### src/sv/u8v_pkg.sv
`default_nettype none

package u8v_pkg;

  localparam int unsigned PosBits = 24;
  localparam int unsigned OutBits = 24;

  typedef logic [PosBits-1:0] pos_t;
  typedef logic [OutBits-1:0] out_pos_t;

  typedef enum logic [1:0] {
    StAccept = 2'd0,
    StNul    = 2'd1,
    StUtf    = 2'd2
  } status_e;

  localparam logic [7:0] ByteNewline = 8'h0A;
  localparam logic [7:0] ByteNul     = 8'h00;
  localparam logic [7:0] ContMask    = 8'hC0;
  localparam logic [7:0] ContTag     = 8'h80;
  localparam logic [7:0] Lead2Lo     = 8'hC2;
  localparam logic [7:0] Lead2Hi     = 8'hDF;
  localparam logic [7:0] Lead3Lo     = 8'hE0;
  localparam logic [7:0] Lead3Hi     = 8'hEF;
  localparam logic [7:0] Lead4Lo     = 8'hF0;
  localparam logic [7:0] Lead4Hi     = 8'hF4;
  localparam logic [7:0] LeadSurr    = 8'hED;
  localparam logic [7:0] MinE0Cont   = 8'hA0;
  localparam logic [7:0] MaxEdCont   = 8'h9F;
  localparam logic [7:0] MinF0Cont   = 8'h90;
  localparam logic [7:0] MaxF4Cont   = 8'h8F;

  localparam pos_t PosMax = {PosBits{1'b1}};
  localparam logic [31:0] OutMax = 32'(OutBits'({OutBits{1'b1}}));

  typedef struct packed {
    pos_t       line;
    pos_t       bcol;
    pos_t       ccol;
    logic [1:0] pend;
    logic [2:0] swidth;
    logic [7:0] lead;
    logic       nul_seen;
    pos_t       nul_line;
    pos_t       nul_col;
    logic       utf_seen;
    pos_t       utf_line;
    pos_t       utf_col;
  } state_t;

  localparam state_t StateReset = '{
    line:     pos_t'(1),
    bcol:     pos_t'(1),
    ccol:     pos_t'(1),
    pend:     2'd0,
    swidth:   3'd0,
    lead:     8'd0,
    nul_seen: 1'b0,
    nul_line: pos_t'(0),
    nul_col:  pos_t'(0),
    utf_seen: 1'b0,
    utf_line: pos_t'(0),
    utf_col:  pos_t'(0)
  };

  function automatic pos_t sat_inc(pos_t v);
    return (v == PosMax) ? v : v + pos_t'(1);
  endfunction

  function automatic out_pos_t cap_out(pos_t v);
    logic [31:0] w;
    w = 32'(v);
    return (w > OutMax) ? out_pos_t'(OutMax) : out_pos_t'(w);
  endfunction

endpackage

`default_nettype wire

### src/sv/u8v_step.sv
`default_nettype none

module u8v_step
  import u8v_pkg::*;
(
  input  wire state_t     st_i,
  input  wire logic [7:0] data_byte_i,
  input  wire logic       has_byte_i,
  input  wire logic       last_i,
  output state_t          st_o,
  output status_e         status_o,
  output out_pos_t        line_o,
  output out_pos_t        column_o
);

  state_t     s;
  logic       cont_ok;
  logic       first_cont;
  logic       range_bad;
  logic [1:0] pend_dec;

  assign cont_ok    = (data_byte_i & ContMask) == ContTag;
  assign first_cont = ({1'b0, st_i.pend} + 3'd1) == st_i.swidth;
  assign range_bad  = (st_i.lead == Lead3Lo  && data_byte_i < MinE0Cont) ||
                      (st_i.lead == LeadSurr && data_byte_i > MaxEdCont) ||
                      (st_i.lead == Lead4Lo  && data_byte_i < MinF0Cont) ||
                      (st_i.lead == Lead4Hi  && data_byte_i > MaxF4Cont);
  assign pend_dec   = st_i.pend - 2'd1;

  always_comb begin
    s        = st_i;
    status_o = StAccept;
    line_o   = '0;
    column_o = '0;

    if (has_byte_i) begin
      if (!st_i.utf_seen) begin
        if (st_i.pend == 2'd0) begin
          if (data_byte_i < ContTag) begin
            s.ccol = (data_byte_i == ByteNewline) ? pos_t'(1) : sat_inc(st_i.ccol);
          end else if (data_byte_i >= Lead2Lo && data_byte_i <= Lead2Hi) begin
            s.swidth = 3'd2;
            s.lead   = data_byte_i;
            s.pend   = 2'd1;
          end else if (data_byte_i >= Lead3Lo && data_byte_i <= Lead3Hi) begin
            s.swidth = 3'd3;
            s.lead   = data_byte_i;
            s.pend   = 2'd2;
          end else if (data_byte_i >= Lead4Lo && data_byte_i <= Lead4Hi) begin
            s.swidth = 3'd4;
            s.lead   = data_byte_i;
            s.pend   = 2'd3;
          end else begin
            s.utf_seen = 1'b1;
            s.utf_line = st_i.line;
            s.utf_col  = st_i.ccol;
          end
        end else if (!cont_ok || (first_cont && range_bad)) begin
          s.utf_seen = 1'b1;
          s.utf_line = st_i.line;
          s.utf_col  = st_i.ccol;
          s.pend     = 2'd0;
        end else begin
          s.pend = pend_dec;
          if (pend_dec == 2'd0) begin
            s.ccol = sat_inc(st_i.ccol);
          end
        end
      end

      if (!st_i.nul_seen && data_byte_i == ByteNul) begin
        s.nul_seen = 1'b1;
        s.nul_line = st_i.line;
        s.nul_col  = st_i.bcol;
      end

      if (data_byte_i == ByteNewline) begin
        s.line = sat_inc(st_i.line);
        s.bcol = pos_t'(1);
      end else begin
        s.bcol = sat_inc(st_i.bcol);
      end
    end

    if (last_i) begin
      // a sequence still open at the end is cut short
      if (!s.utf_seen && s.pend != 2'd0) begin
        s.utf_seen = 1'b1;
        s.utf_line = s.line;
        s.utf_col  = s.ccol;
      end
      if (s.nul_seen) begin
        status_o = StNul;
        line_o   = cap_out(s.nul_line);
        column_o = cap_out(s.nul_col);
      end else if (s.utf_seen) begin
        status_o = StUtf;
        line_o   = cap_out(s.utf_line);
        column_o = cap_out(s.utf_col);
      end
      s = StateReset;
    end

    st_o = s;
  end

endmodule

`default_nettype wire

### src/sv/utf8_nul_text_validator.sv
// Path: a byte with last passes the input register, then the result register;
//   bytes without last give no result. Position and sequence state is updated
//   combinationally. Throughput: one byte per cycle while no last item waits
//   on a held result; a waiting result does not stall bytes without last.
// Reset: asynchronous; counters return to 1 and all flags clear at once.
`default_nettype none

module utf8_nul_text_validator
  import u8v_pkg::*;
(
  input  wire logic       clk_i,
  input  wire logic       rst_ni,
  input  wire logic       in_valid_i,
  output logic            in_ready_o,
  input  wire logic [7:0] data_byte_i,
  input  wire logic       has_byte_i,
  input  wire logic       last_i,
  output logic            out_valid_o,
  input  wire logic       out_ready_i,
  output logic [1:0]      status_o,
  output logic [23:0]     err_line_o,
  output logic [23:0]     error_column_o
);

  logic       s1_valid_q;
  logic [7:0] s1_byte_q;
  logic       s1_has_q;
  logic       s1_last_q;
  logic       out_free;
  logic       s1_adv;

  state_t   st_q;
  state_t   st_d;
  status_e  res_status;
  out_pos_t res_line;
  out_pos_t res_col;

  logic       out_valid_q;
  logic [1:0] status_q;
  out_pos_t   line_q;
  out_pos_t   col_q;

  assign out_free   = !out_valid_q || out_ready_i;
  assign s1_adv     = s1_valid_q && (!s1_last_q || out_free);
  assign in_ready_o = !s1_valid_q || s1_adv;

  always_ff @(posedge clk_i or negedge rst_ni) begin
    if (!rst_ni) begin
      s1_valid_q <= 1'b0;
    end else if (in_ready_o) begin
      s1_valid_q <= in_valid_i;
    end
  end

  always_ff @(posedge clk_i) begin
    if (in_ready_o && in_valid_i) begin
      s1_byte_q <= data_byte_i;
      s1_has_q  <= has_byte_i;
      s1_last_q <= last_i;
    end
  end

  u8v_step u_step (
    .st_i        (st_q),
    .data_byte_i (s1_byte_q),
    .has_byte_i  (s1_has_q),
    .last_i      (s1_last_q),
    .st_o        (st_d),
    .status_o    (res_status),
    .line_o      (res_line),
    .column_o    (res_col)
  );

  always_ff @(posedge clk_i or negedge rst_ni) begin
    if (!rst_ni) begin
      st_q <= StateReset;
    end else if (s1_adv) begin
      st_q <= st_d;
    end
  end

  always_ff @(posedge clk_i or negedge rst_ni) begin
    if (!rst_ni) begin
      out_valid_q <= 1'b0;
    end else if (s1_adv && s1_last_q) begin
      out_valid_q <= 1'b1;
    end else if (out_ready_i) begin
      out_valid_q <= 1'b0;
    end
  end

  // load the result only when the item with last leaves the input register
  always_ff @(posedge clk_i) begin
    if (s1_adv && s1_last_q) begin
      status_q <= res_status;
      line_q   <= res_line;
      col_q    <= res_col;
    end
  end

  assign out_valid_o    = out_valid_q;
  assign status_o       = status_q;
  assign err_line_o     = line_q;
  assign error_column_o = col_q;

  a_accept_zero_pos: assert property (@(posedge clk_i) disable iff (!rst_ni)
    out_valid_o && status_o == StAccept |-> err_line_o == '0 && error_column_o == '0)
    else $error("accepted text reports a nonzero position");

  a_error_pos_nonzero: assert property (@(posedge clk_i) disable iff (!rst_ni)
    out_valid_o && (status_o == StNul || status_o == StUtf)
      |-> err_line_o != '0 && error_column_o != '0)
    else $error("error reported at position zero");

  a_status_legal: assert property (@(posedge clk_i) disable iff (!rst_ni)
    out_valid_o |-> status_o == StAccept || status_o == StNul || status_o == StUtf)
    else $error("illegal status code");

  a_state_cleared: assert property (@(posedge clk_i) disable iff (!rst_ni)
    s1_adv && s1_last_q |=> st_q.pend == 2'd0 && !st_q.nul_seen && !st_q.utf_seen
      && st_q.line == pos_t'(1) && st_q.bcol == pos_t'(1) && st_q.ccol == pos_t'(1))
    else $error("state not cleared after end of text");

  a_no_result_lost: assert property (@(posedge clk_i) disable iff (!rst_ni)
    out_valid_o && !out_ready_i |-> !(s1_adv && s1_last_q))
    else $error("result overwritten before transfer");

endmodule

`default_nettype wire

### config.mk
export PLATFORM = sky130hd
export DESIGN_NAME = utf8_nul_text_validator
export DESIGN_NICKNAME = d
export VERILOG_FILES = /design/src/sv/u8v_pkg.sv /design/src/sv/u8v_step.sv /design/src/sv/utf8_nul_text_validator.sv
export SDC_FILE = /design/constraint.sdc
export NUM_CORES = 1
export LEC_CHECK = 0
export ABC_CLOCK_PERIOD_IN_PS = 5900
export BUFFER_PORTS_ARGS = -buffer_cell sky130_fd_sc_hd__buf_2
export CORE_MARGIN = 2
export CORE_UTILIZATION = 54
export DETAILED_ROUTE_END_ITERATION = 12
export GPL_ROUTABILITY_DRIVEN = 0
export PLACE_DENSITY = 0.71
export SLEW_MARGIN = 20
export SYNTH_ARGS = -nofsm -noshare
export SYNTH_HDL_FRONTEND = slang
export SYNTH_SLANG_ARGS = --single-unit
### constraint.sdc
create_clock -name clk_i -period 5.9 [get_ports clk_i]
set_input_delay 0.885 -clock clk_i [delete_from_list [all_inputs] [get_ports clk_i]]
set_output_delay 0.885 -clock clk_i [all_outputs]
set_load 0.02 [all_outputs]
==> results of run 1 <==
[cells in the mapped netlist (6+ instances only)]
| library cell | count | share of area, % |
|---|---|---|
| nor3_1 | 33 | 1.2 |
| a311oi_1 | 6 | 0.38 |
| and2_1 | 13 | 0.58 |
| inv_1 | 16 | 0.43 |
| edfxtp_1 | 60 | 13 |
| o31ai_1 | 26 | 1.4 |
| ha_1 | 6 | 0.54 |
| nand3_1 | 50 | 1.8 |
| nor2_1 | 75 | 2.0 |
| a22oi_1 | 12 | 0.65 |
| a221oi_1 | 8 | 0.50 |
| o22ai_1 | 30 | 1.3 |
| nand2b_1 | 8 | 0.36 |
| o211ai_1 | 12 | 0.65 |
| dfrtp_1 | 182 | 33 |
| o32ai_1 | 9 | 0.57 |
| buf_2 | 38 | 1.4 |
| buf_1 | 6 | 0.16 |
| a21oi_1 | 55 | 2.0 |
| a211oi_1 | 13 | 0.70 |
| or3_1 | 6 | 0.27 |
| and4_1 | 13 | 0.82 |
| clkbuf_1 | 82 | 2.2 |
| nand3b_1 | 7 | 0.38 |
| and3_1 | 37 | 1.7 |
| o21ai_0 | 116 | 4.2 |
| nand4_1 | 21 | 0.94 |
| nand2_1 | 147 | 4.0 |
| o2bb2ai_1 | 7 | 0.44 |
| a21o_1 | 12 | 0.65 |
| buf_4 | 6 | 0.32 |
| mux2i_1 | 51 | 3.7 |
| a31oi_1 | 33 | 1.5 |
| nor4_1 | 12 | 0.54 |
| a22o_1 | 108 | 6.8 |
[worst reg2reg max path, cell delays in order (launching register included)]
cell	delay, ns
dfrtp_1	0.43
inv_1	0.16
ha_1	0.56
clkinv_1	0.18
nor2_1	0.30
nand4b_1	0.23
a21o_1	0.31
or2_1	0.52
buf_4	0.39
nor2_4	0.59
buf_4	0.33
a22o_1	0.17
[placed cells by master (no fill, tap or decap), drive strengths merged, types with 37 or more instances in the layout]
| cell type | count |
|---|---|
| a21oi | 58 |
| a22o | 108 |
| and3 | 37 |
| buf | 96 |
| clkbuf | 43 |
| dfrtp | 182 |
| edfxtp | 60 |
| mux2i | 51 |
| nand2 | 148 |
| nand3 | 51 |
| nor2 | 78 |
| o21ai | 123 |
[cell families (layout without fill, tap and decap cells)]
family                   Yosys count  after routing
multiplexers                      56             56
flip-flops                       245            245
adder cells (fa/ha/maj)            6              6
buffers and inverters            153            165
AND/OR/NAND/NOR                  468            468
XOR/XNOR                           7              7
AO/OA/AOI/OAI                    513            513
[flip-flops by register name, indices dropped and copies added, names as in the netlist]
register	count
err_line_o	24
error_column_o	24
out_valid_o	1
s1_byte_q	8
s1_has_q	1
s1_last_q	1
s1_valid_q	1
st_q	183
status_o	2
[power breakdown]
group,internal [W],switching (W)
clock,0.00104,0.000695
combinational,0.000291,0.000711
sequential,0.00182,0.0000731
total,0.00315,0.00148
[how the worst max path moves through the flow]
stage,from,endpoint,slack (ns)
after floorplan,out_ready_i,st_q[152]$_DFFE_PN0P_,2.15
after global placement,st_q[110]$_DFFE_PN0P_,st_q[16]$_DFFE_PN0P_,1.90
after detailed placement,st_q[110]$_DFFE_PN0P_,err_line_o[0]$_SDFFCE_PN0P_,1.85
after CTS,st_q[110]$_DFFE_PN0P_,st_q[35]$_DFFE_PN0P_,1.82
after global routing,st_q[110]$_DFFE_PN0P_,err_line_o[0]$_SDFFCE_PN0P_,1.45
final,st_q[110]$_DFFE_PN0P_,st_q[1]$_DFFE_PN0P_,1.65
[per-layer routing]
metal  up-vias  track usage [%]  share of wire (%)
met5         -                0                  0
met4         0             15.3                4.6
met3       140             5.73                9.4
met2       763             50.0                 46
met1      6117             43.8                 40
li1       5531                -                  -
[stage by stage]
| stage | std cells | cell area (um2) | hold slack (ns) | setup slack [ns] |
|---|---|---|---|---|
| floorplan | 1448 | 13900 | 0.450 | 2.15 |
| global placement | 1740 | 14400 | 0.462 | 1.90 |
| detailed placement | 1740 | 14400 | 0.470 | 1.85 |
| CTS | 1790 | 15300 | 0.470 | 1.82 |
| global route | 1790 | 15300 | 0.504 | 1.45 |
| finish | 1790 | 15300 | 0.433 | 1.65 |
[layout make-up]
cell class,count,area [um2]
clock buffers,42,782
flip-flops and latches,245,6430
multi-input cells,1050,6870
fillers,2141,9990
repair buffers,97,574
clock inverters,8,121
inverters,18,67.6
well taps,330,413
==> reports/metrics.csv, run 1 <==
stage,metric,value,unit
timing,drv_slew,0,
route,drt_first_pass_iters,7,
floorplan,dieArea,27000,um2
grt,antenna_found_initial,0,
grt,grt_usage,32.2,%
timing,fmax,0.235,GHz
logic_synthesis,ys_types,101,
placed_design,hpwl,27800,um
setup_path,cp-end-kind,flip-flop,
cts,postCtsSetupRepairBufs,0,
finish,final_util,60.4,%
grt,grt_start_max_net_pins,99,
setup_path,reg2reg_from,st_q[110]$_DFFE_PN0P_,
cts,htreeDepth,1,
route,route.detailed.drc,0,
logic_synthesis,synth_compound_area_share,26.2,%
setup_path,crit_path_top_delay_cell,nor2_4,
timing,final-hold-violation-count,0,
setup_path,reg2reg_to,st_q[1]$_DFFE_PN0P_,
setup_path,worst_path_most_repeated_cell,buf_4,
floorplan,core_area,25300,um2
worst_hold_path,hp-class,input pin to async pin,
logic_synthesis,synthAdderAreaFrac,0.540,%
cts,clock_latency,0.56,ns
timing,slew_headroom,28.6,%
setup_path,r2r_setup_slack,1.65,ns
timing,finalSetupViolations,0,
logic_synthesis,synth_xor_area_share,0.441,%
cts,cts_hold_repair.buffers,0,
setup_path,crit_type,flip-flop to flip-flop,
setup_path,crit_path_start_kind,flip-flop,
finish,layout-drive-gt1-share,12.9,%
route,vias,12551,
logic_synthesis,synthSimpleGateAreaFrac,17.7,%
route,viasPerCell,7.01,
logic_synthesis,synth.area.mux_share,4.08,%
logic_synthesis,async_reset_ff_share,75.5,%
status,status,completed,
logic_synthesis,ys_seq_area_share,46.3,%
setup_path,path_depth,11,
floorplan,num_rows,58,
setup_path,cpPeakStageDelay,0.58,ns
grt,grt_pass1_wl,68300,um
power_and_ir_drop,ir_worst_vdd,0.241,mV
cts,cts_tree,done,
logic_synthesis,synth_area,13900,um2
timing,skew,0.0300,ns
grt,grt_pass1_vias,12118,
floorplan,die_w,164,um
logic_synthesis,ys_warn_count,0,
power_and_ir_drop,p_per_area,303,nW/um2
route,ant_nets,0,
finish,fin_nets,1459,
floorplan,ios,66,
route,wl_per_cell,24.0,um
cts,clockRootBuffer,clkbuf_16,
power_and_ir_drop,power_leakage,6.20,nW
cts,clkSlewWorstSetupHoldPaths,0.06,ns
cts,ctsResizeCount,0,
logic_synthesis,synth_area_per_cell,9.60,um2
cts,clockBufferDepth,3,
logic_synthesis,syn_nets,1468,
route,totalWireLength,43000,um
finish,antenna_cells,0,
job,drv_cap,0,
setup_path,worstPathRequired,6.37,ns
logic_synthesis,synth-edff-count,60,
route,drtIter0Drc,1623,
setup_path,cp.arrival,4.72,ns
timing,setup_tns,0,ns
cts,cts_buffers,27,
logic_synthesis,synthFlopType,dfrtp_1,
timing,rsz0062_at_grt,false,
logic_synthesis,synthCells,1448,
timing,fin_crit_sh,72.1,%
setup_path,path_cells,"inv_1, ha_1, clkinv_1, nor2_1, nand4b_1, a21o_1, or2_1, buf_4, nor2_4, buf_4, a22o_1",
setup_path,worstRegToRegCells,11,
floorplan,initial_core_util,55.1,%
power_and_ir_drop,finalPower,0.00463,W
logic_synthesis,synth_top_family_by_area,compound AO/OA/AOI/OAI gates,
timing,worst_pin_slew,1.07,ns
finish,area_growth,9.77,%
cts,cts_sinks,245,
logic_synthesis,ys_ff_latch,245,
grt,grt_overflow,0,
floorplan,die_h,164,um
timing,min_period,4.25,ns
setup_path,critical-path-top-delay-family,simple AND/OR/NAND/NOR gates,
setup_path,crit_fanout,22,
setup_path,crit_buf_inv,4,
placed_design,io_buffers,65,
No activity file was read; power rests on OpenSTA's default activity.
==> run 2: changes to the inputs <==
--- a/config.mk
+++ b/config.mk
@@ -5,13 +5,13 @@
 export SDC_FILE = /design/constraint.sdc
 export NUM_CORES = 1
 export LEC_CHECK = 0
-export ABC_CLOCK_PERIOD_IN_PS = 5900
+export ABC_CLOCK_PERIOD_IN_PS = 3900
 export BUFFER_PORTS_ARGS = -buffer_cell sky130_fd_sc_hd__buf_2
 export CORE_MARGIN = 2
 export CORE_UTILIZATION = 54
 export DETAILED_ROUTE_END_ITERATION = 12
 export GPL_ROUTABILITY_DRIVEN = 0
-export PLACE_DENSITY = 0.71
+export PLACE_DENSITY = 0.74
 export SLEW_MARGIN = 20
 export SYNTH_ARGS = -nofsm -noshare
 export SYNTH_HDL_FRONTEND = slang
==> constraint.sdc (replaced) <==
create_clock -name clk_i -period 3.9 [get_ports clk_i]
set_input_delay 0.585 -clock clk_i [delete_from_list [all_inputs] [get_ports clk_i]]
set_output_delay 0.585 -clock clk_i [all_outputs]
set_load 0.02 [all_outputs]
==> run 2 against run 1 <==
Worst hold slack worse by 0.33 ns. Clock-buffer cell count is 3 lower. Maximum frequency rose by 18%. Routed wire length decreased by 0.14%. Critical path type unchanged.
==> reports/metrics.csv, run 2 (synthesized netlist as in run 1, its figures left out) <==
stage,metric,value,unit
cts,clkSlewWorstSetupHoldPaths,0.06,ns
cts,ctsResizeCount,0,
finish,antenna_cells,0,
grt,grt_pass1_wl,67400,um
setup_path,crit_fanout,13,
setup_path,cp-end-kind,flip-flop,
power_and_ir_drop,power_leakage,6.28,nW
worst_hold_path,hp-class,input pin to async pin,
finish,area_growth,10.7,%
route,totalWireLength,42900,um
floorplan,die_h,164,um
power_and_ir_drop,ir_worst_vdd,0.410,mV
grt,grt_pass1_vias,11816,
setup_path,worstRegToRegCells,11,
power_and_ir_drop,p_per_area,445,nW/um2
grt,grt_usage,31.9,%
setup_path,crit_type,flip-flop to flip-flop,
finish,ff_latch_area,6430,um2
route,vias,12642,
setup_path,crit_path_top_delay_cell,o221a_2,
finish,mostFrequentLayoutCells,"182 x dfrtp_1, 147 x nand2_1, 114 x o21ai_0",
cts,clockBufferDepth,3,
timing,skew,0.0230,ns
route,drt_first_pass_iters,7,
setup_path,crit_buf_inv,2,
timing,slew_headroom,26.3,%
route,route.detailed.drc,0,
timing,rsz0062_at_grt,false,
finish,regMostFlops,st_q,
status,status,completed,
power_and_ir_drop,power.switching,0.00220,W
cts,postCtsSetupRepairBufs,0,
cts,cts_buffers,26,
setup_path,reg2reg_to,err_line_o[1]$_SDFFCE_PN0P_,
cts,cts_sinks,245,
grt,antenna_found_initial,3,
power_and_ir_drop,combPwrFrac,22.9,%
finish,final_common_cell,dfrtp_1,
timing,fin_crit_sh,92.2,%
timing,drv_slew,0,
timing,fmax,0.278,GHz
grt,grt_start_max_net_pins,90,
finish,num-fill-cells,2106,
power_and_ir_drop,power_frac_seq,41.7,%
floorplan,num_rows,58,
setup_path,path_cells,"inv_1, ha_1, or3b_1, or3_1, a2bb2oi_1, o211ai_1, o221a_2, buf_4, mux2i_1, or4_1, a21oi_1",
power_and_ir_drop,p_sw_share,32.1,%
timing,finalSetupViolations,0,
finish,layout-drive-gt1-share,14.0,%
finish,largest_reg_flops,183,
timing,worst_pin_slew,1.10,ns
job,drv_cap,0,
setup_path,r2r_setup_slack,0.30,ns
grt,grt_overflow,0,
route,drtIter0Drc,1763,
cts,cts_tree,done,
setup_path,crit_path_start_kind,flip-flop,
setup_path,reg2reg_from,st_q[109]$_DFFE_PN0P_,
setup_path,startpoint,st_q[109]$_DFFE_PN0P_,
power_and_ir_drop,intPower,0.00465,W
floorplan,core_area,25300,um2
finish,multiInputGateArea,6870,um2
route,viasPerCell,7.00,
setup_path,cp.arrival,3.98,ns
cts,clock_latency,0.55,ns
route,ant_nets,0,
setup_path,worstPathRequired,4.28,ns
setup_path,cpPeakStageDelay,0.52,ns
power_and_ir_drop,finalPower,0.00685,W
placed_design,io_buffers,65,
finish,fin_nets,1476,
floorplan,ios,66,
cts,htreeDepth,1,
route,wl_per_cell,23.8,um
setup_path,critical-path-top-delay-family,simple AND/OR/NAND/NOR gates,
timing,final-hold-violation-count,0,
floorplan,initial_core_util,55.1,%
power_and_ir_drop,clockPowerShare,35.4,%
finish,final_util,61.0,%
placed_design,hpwl,28600,um
timing,min_period,3.60,ns
timing,setup_tns,0,ns
floorplan,die_w,164,um
cts,cts_hold_repair.buffers,0,
floorplan,dieArea,27000,um2
cts,clockRootBuffer,clkbuf_16,
## run 2: cell count changes in the layout (fill, tap and decap cells not counted), sizes merged
| cell | delta |
|---|---|
| clkinvlp | -1 |
| clkinv | +5 |
| inv | -1 |
| bufinv | -2 |
| clkbuf | -3 |
| buf | +18 |
## run 2: worst max-delay path by stage
| stage | end | slack, ns | depth (start not counted) |
|---|---|---|---|
| floorplan | st_q[152]$_DFFE_PN0P_ | 0.45 | 10 |
| global placement | err_line_o[3]$_SDFFCE_PN0P_ | 0.47 | 11 |
| finish | err_line_o[1]$_SDFFCE_PN0P_ | 0.30 | 11 |
| detailed placement | err_line_o[3]$_SDFFCE_PN0P_ | 0.36 | 11 |
| global route | err_line_o[3]$_SDFFCE_PN0P_ | 0.21 | 11 |
| CTS | err_line_o[1]$_SDFFCE_PN0P_ | 0.36 | 11 |
## run 2: cell type report
| type | count | area share (%) |
|---|---|---|
| Clock buffer | 39 | 4.93 |
| Sequential cell | 245 | 41.8 |
| Inverter | 18 | 0.439 |
| Tap cell | 330 | 2.68 |
| Clock inverter | 9 | 0.520 |
| Timing Repair Buffer | 115 | 5.01 |
| Multi-Input combinational cell | 1050 | 44.6 |
## run 2: worst register-to-register path: stages, from the launching register on
cell       delay (ns)
dfrtp_1          0.46
inv_1            0.09
ha_1             0.29
or3b_1           0.47
or3_1            0.39
a2bb2oi_1        0.16
o211ai_1         0.19
o221a_2          0.52
buf_4            0.26
mux2i_1          0.08
or4_1            0.40
a21oi_1          0.14
## run 2: per-stage QoR
stage / instances / hold slack, ns / worst slack, ns / cell area (um2)
CTS: 1806 / 0.131 / 0.364 / 15400
global placement: 1758 / 0.464 / 0.470 / 14600
floorplan: 1448 / 0.289 / 0.452 / 13900
finish: 1806 / 0.105 / 0.304 / 15400
global route: 1806 / 0.162 / 0.205 / 15400
detailed placement: 1758 / 0.478 / 0.362 / 14600
## run 2: metal layers
metal	GRT usage, %	routed length, um	up-vias
li1	-	-	5575
met2	49.1	19100	838
met4	12.8	1910	4
met3	5.80	4460	144
met1	44.9	17400	6081
met5	0	25	-
## run 2: power groups by stage
stage	Clock (W)	Combinational, W	Sequential, W
2_1_floorplan	0	0.000993	0.00289
3_3_place_gp	0	0.00149	0.00290
3_5_place_dp	0	0.00152	0.00290
4_1_cts	0.00245	0.00153	0.00285
5_1_grt	0.00257	0.00166	0.00286
6_report	0.00243	0.00157	0.00286
